--- src/rtl/rcbp_pkg.sv ---
`default_nettype none

package rcbp_pkg;

  localparam int SAMPLE_W  = 16;
  localparam int COEF_W    = 15;
  localparam int ST_W      = 26;
  localparam int FRAC_BITS = 8;
  localparam int CFG_IDX_W = 8;
  localparam int CFG_DAT_W = 16;

  localparam int DIFF_W = SAMPLE_W + 1 + FRAC_BITS;
  localparam int OPND_W = ((DIFF_W > ST_W) ? DIFF_W : ST_W) + 1;
  localparam int PROD_W = OPND_W + COEF_W + 1;
  localparam int TRNC_W = PROD_W - COEF_W;
  localparam int SAT_W  = ((TRNC_W > ST_W) ? TRNC_W : ST_W) + 1;

  localparam logic [COEF_W-1:0] HP_COEFF_RESET = COEF_W'(29315);
  localparam logic [COEF_W-1:0] LP_COEFF_RESET = COEF_W'(18737);

  localparam logic [CFG_IDX_W-1:0] REG_HP_COEFF = CFG_IDX_W'(0);
  localparam logic [CFG_IDX_W-1:0] REG_LP_COEFF = CFG_IDX_W'(1);

  localparam logic signed [SAT_W-1:0] ST_HI = SAT_W'((64'sd1 <<< (ST_W - 1)) - 64'sd1);
  localparam logic signed [SAT_W-1:0] ST_LO = SAT_W'(-(64'sd1 <<< (ST_W - 1)));
  localparam logic signed [ST_W-1:0]  OUT_HI = ST_W'((64'sd1 <<< (SAMPLE_W - 1)) - 64'sd1);
  localparam logic signed [ST_W-1:0]  OUT_LO = ST_W'(-(64'sd1 <<< (SAMPLE_W - 1)));

  localparam logic [PROD_W-1:0] COEF_BIAS = PROD_W'((64'd1 << COEF_W) - 64'd1);
  localparam logic [ST_W-1:0]   FRAC_BIAS = ST_W'((64'd1 << FRAC_BITS) - 64'd1);

  typedef enum logic [2:0] {
    ST_IDLE,
    ST_MUL_HP,
    ST_UPD_HP,
    ST_MUL_LP,
    ST_UPD_LP,
    ST_OUT
  } state_t;

  typedef struct packed {
    logic load;
    logic mul_hp;
    logic upd_hp;
    logic mul_lp;
    logic upd_lp;
    logic load_out;
  } cmd_t;

  typedef struct packed {
    logic out_busy;
  } status_t;

  function automatic logic signed [ST_W-1:0] sat_st(input logic signed [SAT_W-1:0] v);
    logic signed [ST_W-1:0] r;
    if (v > ST_HI) begin
      r = ST_HI[ST_W-1:0];
    end else if (v < ST_LO) begin
      r = ST_LO[ST_W-1:0];
    end else begin
      r = v[ST_W-1:0];
    end
    return r;
  endfunction

  function automatic logic signed [TRNC_W-1:0] trunc_coef(input logic signed [PROD_W-1:0] p);
    logic signed [PROD_W-1:0] t;
    t = p + (p[PROD_W-1] ? $signed(COEF_BIAS) : $signed(PROD_W'(0)));
    return t[PROD_W-1:COEF_W];
  endfunction

  function automatic logic signed [SAMPLE_W-1:0] to_sample(input logic signed [ST_W-1:0] v);
    logic signed [ST_W-1:0] t;
    logic signed [ST_W-1:0] q;
    logic signed [SAMPLE_W-1:0] r;
    t = v + (v[ST_W-1] ? $signed(FRAC_BIAS) : $signed(ST_W'(0)));
    q = t >>> FRAC_BITS;
    if (q > OUT_HI) begin
      r = OUT_HI[SAMPLE_W-1:0];
    end else if (q < OUT_LO) begin
      r = OUT_LO[SAMPLE_W-1:0];
    end else begin
      r = q[SAMPLE_W-1:0];
    end
    return r;
  endfunction

endpackage

`default_nettype wire

--- src/rtl/rcbp_ctrl.sv ---
`default_nettype none

module rcbp_ctrl (
  input  wire logic             clk,
  input  wire logic             rst,
  input  wire logic             in_valid,
  output logic                  in_ready,
  input  wire rcbp_pkg::status_t status,
  output rcbp_pkg::cmd_t        cmd
);
  import rcbp_pkg::*;

  state_t state;
  state_t state_next;

  always_ff @(posedge clk) begin
    if (rst) begin
      state <= ST_IDLE;
    end else begin
      state <= state_next;
    end
  end

  always_comb begin
    state_next = state;
    cmd        = '0;
    in_ready   = 1'b0;
    case (state)
      ST_IDLE: begin
        in_ready = 1'b1;
        if (in_valid) begin
          cmd.load   = 1'b1;
          state_next = ST_MUL_HP;
        end
      end
      ST_MUL_HP: begin
        cmd.mul_hp = 1'b1;
        state_next = ST_UPD_HP;
      end
      ST_UPD_HP: begin
        cmd.upd_hp = 1'b1;
        state_next = ST_MUL_LP;
      end
      ST_MUL_LP: begin
        cmd.mul_lp = 1'b1;
        state_next = ST_UPD_LP;
      end
      ST_UPD_LP: begin
        cmd.upd_lp = 1'b1;
        state_next = ST_OUT;
      end
      ST_OUT: begin
        if (!status.out_busy) begin
          cmd.load_out = 1'b1;
          state_next   = ST_IDLE;
        end
      end
      default: begin
        state_next = ST_IDLE;
      end
    endcase
  end

  a_cmd_onehot: assert property (@(posedge clk) disable iff (rst) $onehot0(cmd))
    else $error("more than one datapath command");
  a_accept_seq: assert property (@(posedge clk) disable iff (rst)
    (in_valid && in_ready) |=> (state == ST_MUL_HP))
    else $error("transfer did not start the high-pass multiply");
  a_lp_to_out: assert property (@(posedge clk) disable iff (rst)
    cmd.upd_lp |=> (state == ST_OUT))
    else $error("low-pass update not followed by output");

endmodule

`default_nettype wire

--- src/rtl/rcbp_dpath.sv ---
`default_nettype none

module rcbp_dpath (
  input  wire logic                                 clk,
  input  wire logic                                 rst,
  input  wire rcbp_pkg::cmd_t                       cmd,
  output rcbp_pkg::status_t                         status,
  input  wire logic signed [rcbp_pkg::SAMPLE_W-1:0] sample_in,
  output logic                                      out_valid,
  input  wire logic                                 out_ready,
  output logic signed [rcbp_pkg::SAMPLE_W-1:0]      sample_out,
  input  wire logic                                 cfg_valid,
  input  wire logic [rcbp_pkg::CFG_IDX_W-1:0]       cfg_index,
  input  wire logic [rcbp_pkg::CFG_DAT_W-1:0]       cfg_data
);
  import rcbp_pkg::*;

  logic [COEF_W-1:0]        hp_coeff;
  logic [COEF_W-1:0]        lp_coeff;
  logic signed [SAMPLE_W-1:0] prev_in;
  logic signed [ST_W-1:0]   hp;
  logic signed [ST_W-1:0]   lp;
  logic signed [OPND_W-1:0] opnd;
  logic signed [PROD_W-1:0] prod;

  logic signed [DIFF_W-1:0] diff;
  logic signed [OPND_W-1:0] sum_next;
  logic signed [COEF_W:0]   mul_coef;
  logic signed [TRNC_W-1:0] prod_trunc;
  logic signed [ST_W-1:0]   hp_next;
  logic signed [ST_W-1:0]   lp_next;

  always_comb begin
    diff       = (DIFF_W'(sample_in) - DIFF_W'(prev_in)) <<< FRAC_BITS;
    sum_next   = OPND_W'(hp) + OPND_W'(diff);
    mul_coef   = $signed({1'b0, (cmd.mul_hp ? hp_coeff : lp_coeff)});
    prod_trunc = trunc_coef(prod);
    hp_next    = sat_st(SAT_W'(prod_trunc));
    lp_next    = sat_st(SAT_W'(lp) + SAT_W'(prod_trunc));
    status.out_busy = out_valid && !out_ready;
  end

  always_ff @(posedge clk) begin
    if (rst) begin
      hp_coeff <= HP_COEFF_RESET;
      lp_coeff <= LP_COEFF_RESET;
    end else if (cfg_valid) begin
      case (cfg_index)
        REG_HP_COEFF: hp_coeff <= cfg_data[COEF_W-1:0];
        REG_LP_COEFF: lp_coeff <= cfg_data[COEF_W-1:0];
        default: begin
        end
      endcase
    end
  end

  always_ff @(posedge clk) begin
    if (rst) begin
      prev_in <= '0;
      hp      <= '0;
      lp      <= '0;
    end else begin
      if (cmd.load) begin
        prev_in <= sample_in;
      end
      if (cmd.upd_hp) begin
        hp <= hp_next;
      end
      if (cmd.upd_lp) begin
        lp <= lp_next;
      end
    end
  end

  always_ff @(posedge clk) begin
    if (cmd.load) begin
      opnd <= sum_next;
    end else if (cmd.upd_hp) begin
      opnd <= OPND_W'(hp_next) - OPND_W'(lp);
    end
    if (cmd.mul_hp || cmd.mul_lp) begin
      prod <= PROD_W'(mul_coef) * PROD_W'(opnd);
    end
  end

  always_ff @(posedge clk) begin
    if (rst) begin
      out_valid <= 1'b0;
    end else if (cmd.load_out) begin
      out_valid <= 1'b1;
    end else if (out_ready) begin
      out_valid <= 1'b0;
    end
  end

  always_ff @(posedge clk) begin
    if (cmd.load_out) begin
      sample_out <= to_sample(lp);
    end
  end

  a_out_set: assert property (@(posedge clk) disable iff (rst) cmd.load_out |=> out_valid)
    else $error("output register not marked valid");
  a_no_overwrite: assert property (@(posedge clk) disable iff (rst)
    !(cmd.load_out && out_valid && !out_ready))
    else $error("pending result overwritten");
  a_lp_hold: assert property (@(posedge clk) disable iff (rst)
    (!cmd.upd_lp && !$past(rst)) |=> $stable(lp))
    else $error("low-pass state changed outside its update");

endmodule

`default_nettype wire

--- src/rtl/rc_bandpass_audio_filter.sv ---
`default_nettype none

// First-order RC band-pass for signed 16-bit audio: an RC high-pass
// y = a*(y_prev + x - x_prev) followed by an RC low-pass y = y_prev + b*(x - y_prev),
// with 26-bit states carrying 8 fraction bits, saturating states, and an output
// truncated toward zero and clamped to 16 bits. Coefficients a (register 0) and b
// (register 1) are unsigned Q0.15 and reset to 300 Hz and 3400 Hz at 16 kHz; write
// them only while the filter is idle. For each item the two dependent multiplies share
// one multiplier, each followed by a truncate-and-saturate step, and a final output
// step loads the output register, waiting while it still holds an untaken result. A new
// sample is taken once the previous one has reached the output register, which holds
// it until it is taken.
module rc_bandpass_audio_filter (
  input  wire logic                                 clk,
  input  wire logic                                 rst,
  input  wire logic                                 in_valid,
  output logic                                      in_ready,
  input  wire logic signed [rcbp_pkg::SAMPLE_W-1:0] sample_in,
  output logic                                      out_valid,
  input  wire logic                                 out_ready,
  output logic signed [rcbp_pkg::SAMPLE_W-1:0]      sample_out,
  input  wire logic                                 cfg_valid,
  output logic                                      cfg_ready,
  input  wire logic [rcbp_pkg::CFG_IDX_W-1:0]       cfg_index,
  input  wire logic [rcbp_pkg::CFG_DAT_W-1:0]       cfg_data
);
  import rcbp_pkg::*;

  cmd_t    cmd;
  status_t status;

  assign cfg_ready = 1'b1;

  rcbp_ctrl u_ctrl (
    .clk      (clk),
    .rst      (rst),
    .in_valid (in_valid),
    .in_ready (in_ready),
    .status   (status),
    .cmd      (cmd)
  );

  rcbp_dpath u_dpath (
    .clk        (clk),
    .rst        (rst),
    .cmd        (cmd),
    .status     (status),
    .sample_in  (sample_in),
    .out_valid  (out_valid),
    .out_ready  (out_ready),
    .sample_out (sample_out),
    .cfg_valid  (cfg_valid),
    .cfg_index  (cfg_index),
    .cfg_data   (cfg_data)
  );

endmodule

`default_nettype wire
--- config.mk ---
export PLATFORM = sky130hd
export DESIGN_NAME = rc_bandpass_audio_filter
export DESIGN_NICKNAME = d
export VERILOG_FILES = /design/src/rtl/rcbp_pkg.sv /design/src/rtl/rcbp_ctrl.sv /design/src/rtl/rcbp_dpath.sv /design/src/rtl/rc_bandpass_audio_filter.sv
export SDC_FILE = /design/constraint.sdc
export NUM_CORES = 2
export LEC_CHECK = 0
export BUFFER_PORTS_ARGS = -buffer_cell sky130_fd_sc_hd__buf_2
export CORE_ASPECT_RATIO = 1.4
export CORE_MARGIN = 10
export CORE_UTILIZATION = 40
export DETAILED_ROUTE_END_ITERATION = 6
export PLACE_DENSITY = 0.6
export SYNTH_ARGS = -nofsm -noshare
export SYNTH_HDL_FRONTEND = slang
export SYNTH_SLANG_ARGS = --single-unit
export TNS_END_PERCENT = 20
--- constraint.sdc ---
create_clock -name clk -period 7.6 [get_ports clk]
set_clock_uncertainty 0.2 [all_clocks]
set_input_delay 0.38 -clock clk [delete_from_list [all_inputs] [get_ports clk]]
set_output_delay 0.38 -clock clk [all_outputs]
set_load 0.01 [all_outputs]
==> impl_metrics.tcl <==
set metrics [dict create \
    dp_hpwl_um 59700 \
    outcome "finished, final reports clean" \
    wl_per_cell_um 18.1 \
    vias 20913 \
    diodes 0 \
    slew_headroom_pct 23.7 \
    synthMostInstantiatedCell "inv_1" \
    clock-root-buffer "clkbuf_16" \
    drc_errors 0 \
    period_minus_slack_ps 7410 \
    reg2reg_depth 25 \
    synth-edff-count 86 \
    grt_pass1_wl_um 119000 \
    numCtsBuffers 17 \
    place_congestion 0.883 \
    drv_slew 0 \
    rows 112 \
    dr.pass1.iters 5 \
    final-hold-violation-count 0 \
    crit_required_ps 7610 \
    final-setup-viol-count 0 \
    rr_endpoint "u_dpath.prod[42]" \
    synth_top_cell_area_share_pct 29.4 \
    drive_gt1_share_pct 9.35 \
    syn2layout_area_growth_pct 11.4 \
    synth_nets 3680 \
    nNetsFinal 3803 \
    synth_ff_type "dfxtp_1" \
    worstMarginPinSlew_ps 1130 \
    crit_type "reg -> reg" \
    yosys-top-cells-count "inv_1, nand2_1, fa_1" \
    rsz0062_at_grt "yes" \
    cp-start-kind "flip-flop" \
    hold_end "u_dpath.out_valid" \
    hold_class "in -> reg" \
    yosys.area.top_type "fa_1" \
    ant_nets 0 \
    synth_area_leaders "fa_1, ha_1, edfxtp_1" \
    synth.avg_cell_area_um2 8.84 \
    clock_sinks 188 \
    place_inst 3951 \
    yosysSeqAreaShare_pct 17.3 \
    via_per_inst 5.20 \
    synth.ff_latch_count 188 \
    yosys_warnings 0 \
    antenna_found_initial 0 \
    die-area_um2 77900 \
    io_pins 64 \
    fin_crit_sh_pct 97.5 \
    cts_tree "built" \
    start_util_pct 40.2 \
    clk-insertion-delay-late_ps 480 \
    die_y_um 326 \
    ctsLongestPathBuffers 2 \
    gr-usage-all-layers_pct 19.4 \
    crit_fanout 10 \
    finalWirelength_um 72600 \
    port_buffers 61 \
    die-width_um 239 \
    grt_pass1_vias 22283 \
    postSynth.asyncResetShare_pct 0 \
    critPathArrivalTime_ps 7420 \
    grt_max_degree 57 \
    drt_iter0_markers 1046 \
    netlist_area_um2 26800 \
    r2r-start "u_ctrl.state[2]" \
    worst-r2r-setup-slack_ps 190 \
    cp-end-kind "flip-flop" \
    coreArea_um2 66600 \
    max_freq_ghz 0.135 \
    syn_inst 3029 \
    cts_max_level 4 \
    hold_start "out_ready" \
    grt_overflow 0 \
    fin_cells 4020 \
    min_delay_path_depth 3 \
    max_cap_viol_count 0 \
    ys_types 73 \
    clkTransAtPathRegs_ps 70 \
]
sequential cells by signal (all words and copies together), names as in the netlist:
signal,cells
u_dpath.out_valid,1
u_dpath.lp_coeff,15
u_dpath.opnd,27
u_dpath.lp,26
u_dpath.hp,26
u_dpath.hp_coeff,15
u_dpath.sample_out,16
u_ctrl.state,3
u_dpath.prev_in,16
u_dpath.prod,43
cells by family after synthesis:
group           share of synthesized area [%]
buf+inv                                  9.30
compound gates                           11.6
xor+xnor                                 5.00
other cells                            0.0140
flops                                    17.3
simple gates                             16.1
fa+ha+maj                                39.3
mux                                      1.42
cells in the final DEF, fill, tap and decap left out, types with 99 or more instances in the layout:
| cell type | netlist | routed |
|---|---|---|
| inv_1 | 550 | 548 |
| nand2_1 | 396 | 394 |
| fa_1 | 393 | 388 |
| ha_1 | 213 | 209 |
| nor2_1 | 161 | 159 |
| a21oi_1 | 128 | 124 |
| and2_1 | 121 | 118 |
| buf_4 | 3 | 114 |
| xnor2_1 | 99 | 99 |
| dfxtp_1 | 102 | 99 |
per-stage QoR:
step           utilization [%]  hold slack [ps]  instance area [um2]  setup slack (ps)  setup TNS (ps)
3_5_place_dp              43.1              248                28700              -204            -827
5_1_grt                   44.8              180                29900             -30.9           -58.4
3_3_place_gp              43.1              243                28700              -191            -693
4_1_cts                   44.5              167                29600              20.1               0
6_report                  44.8              169                29900               191               0
2_1_floorplan                -              231                26800              69.8               0
cell type report:
class / count / area (um2)
multi-input cells: 2182 / 19900
well taps: 855 / 1070
fillers: 6470 / 36700
flip-flops and latches: 188 / 4630
clock inverters: 15 / 174
inverters: 550 / 2060
clock buffers: 17 / 425
repair buffers: 213 / 1590
routing by layer:
layer  GRT usage [%]  part of all wire [%]  up-vias
li1                -                     -     9914
met1            20.9                    37    10483
met2            37.2                    56      384
met3            1.64                   2.5      132
met4            9.11                   4.6        0
met5               0                     0        -
worst max path at each step:
stage	startpoint	endpoint
6_report	u_ctrl.state[2]	u_dpath.prod[42]
2_1_floorplan	u_ctrl.state[0]	u_dpath.prod[35]
4_1_cts	u_ctrl.state[1]	u_dpath.prod[42]
3_5_place_dp	u_ctrl.state[2]	u_dpath.prod[35]
3_3_place_gp	u_ctrl.state[2]	u_dpath.prod[35]
5_1_grt	u_ctrl.state[2]	u_dpath.prod[35]
what timing repair did:
item                                    CTS  global route
gates resized for setup                  13            43
endpoints found under the setup margin    7             9
endpoints found under the hold margin    40             0
buffers inserted                          1             5
pin swaps                                 4            26
hold buffers                             31             0
worst max-delay path, stage by stage (launching register included):
cell,delay (ps)
dfxtp_2,340
nor3b_4,200
buf_6,170
buf_12,150
mux2_4,380
nand2_2,100
fa_1,450
fa_1,570
fa_1,430
fa_1,490
inv_1,60
fa_1,550
inv_1,60
fa_1,540
inv_1,70
ha_4,250
a21oi_2,130
o21ai_2,80
or3_4,330
o211a_4,280
o211ai_1,270
a21oi_2,130
o211ai_1,320
nand2b_1,140
a221o_1,330
xnor2_1,140
Power is left out: the tool's default activity adds up to more than one toggle a clock period on the data nets, which glitch-free logic cannot reach.
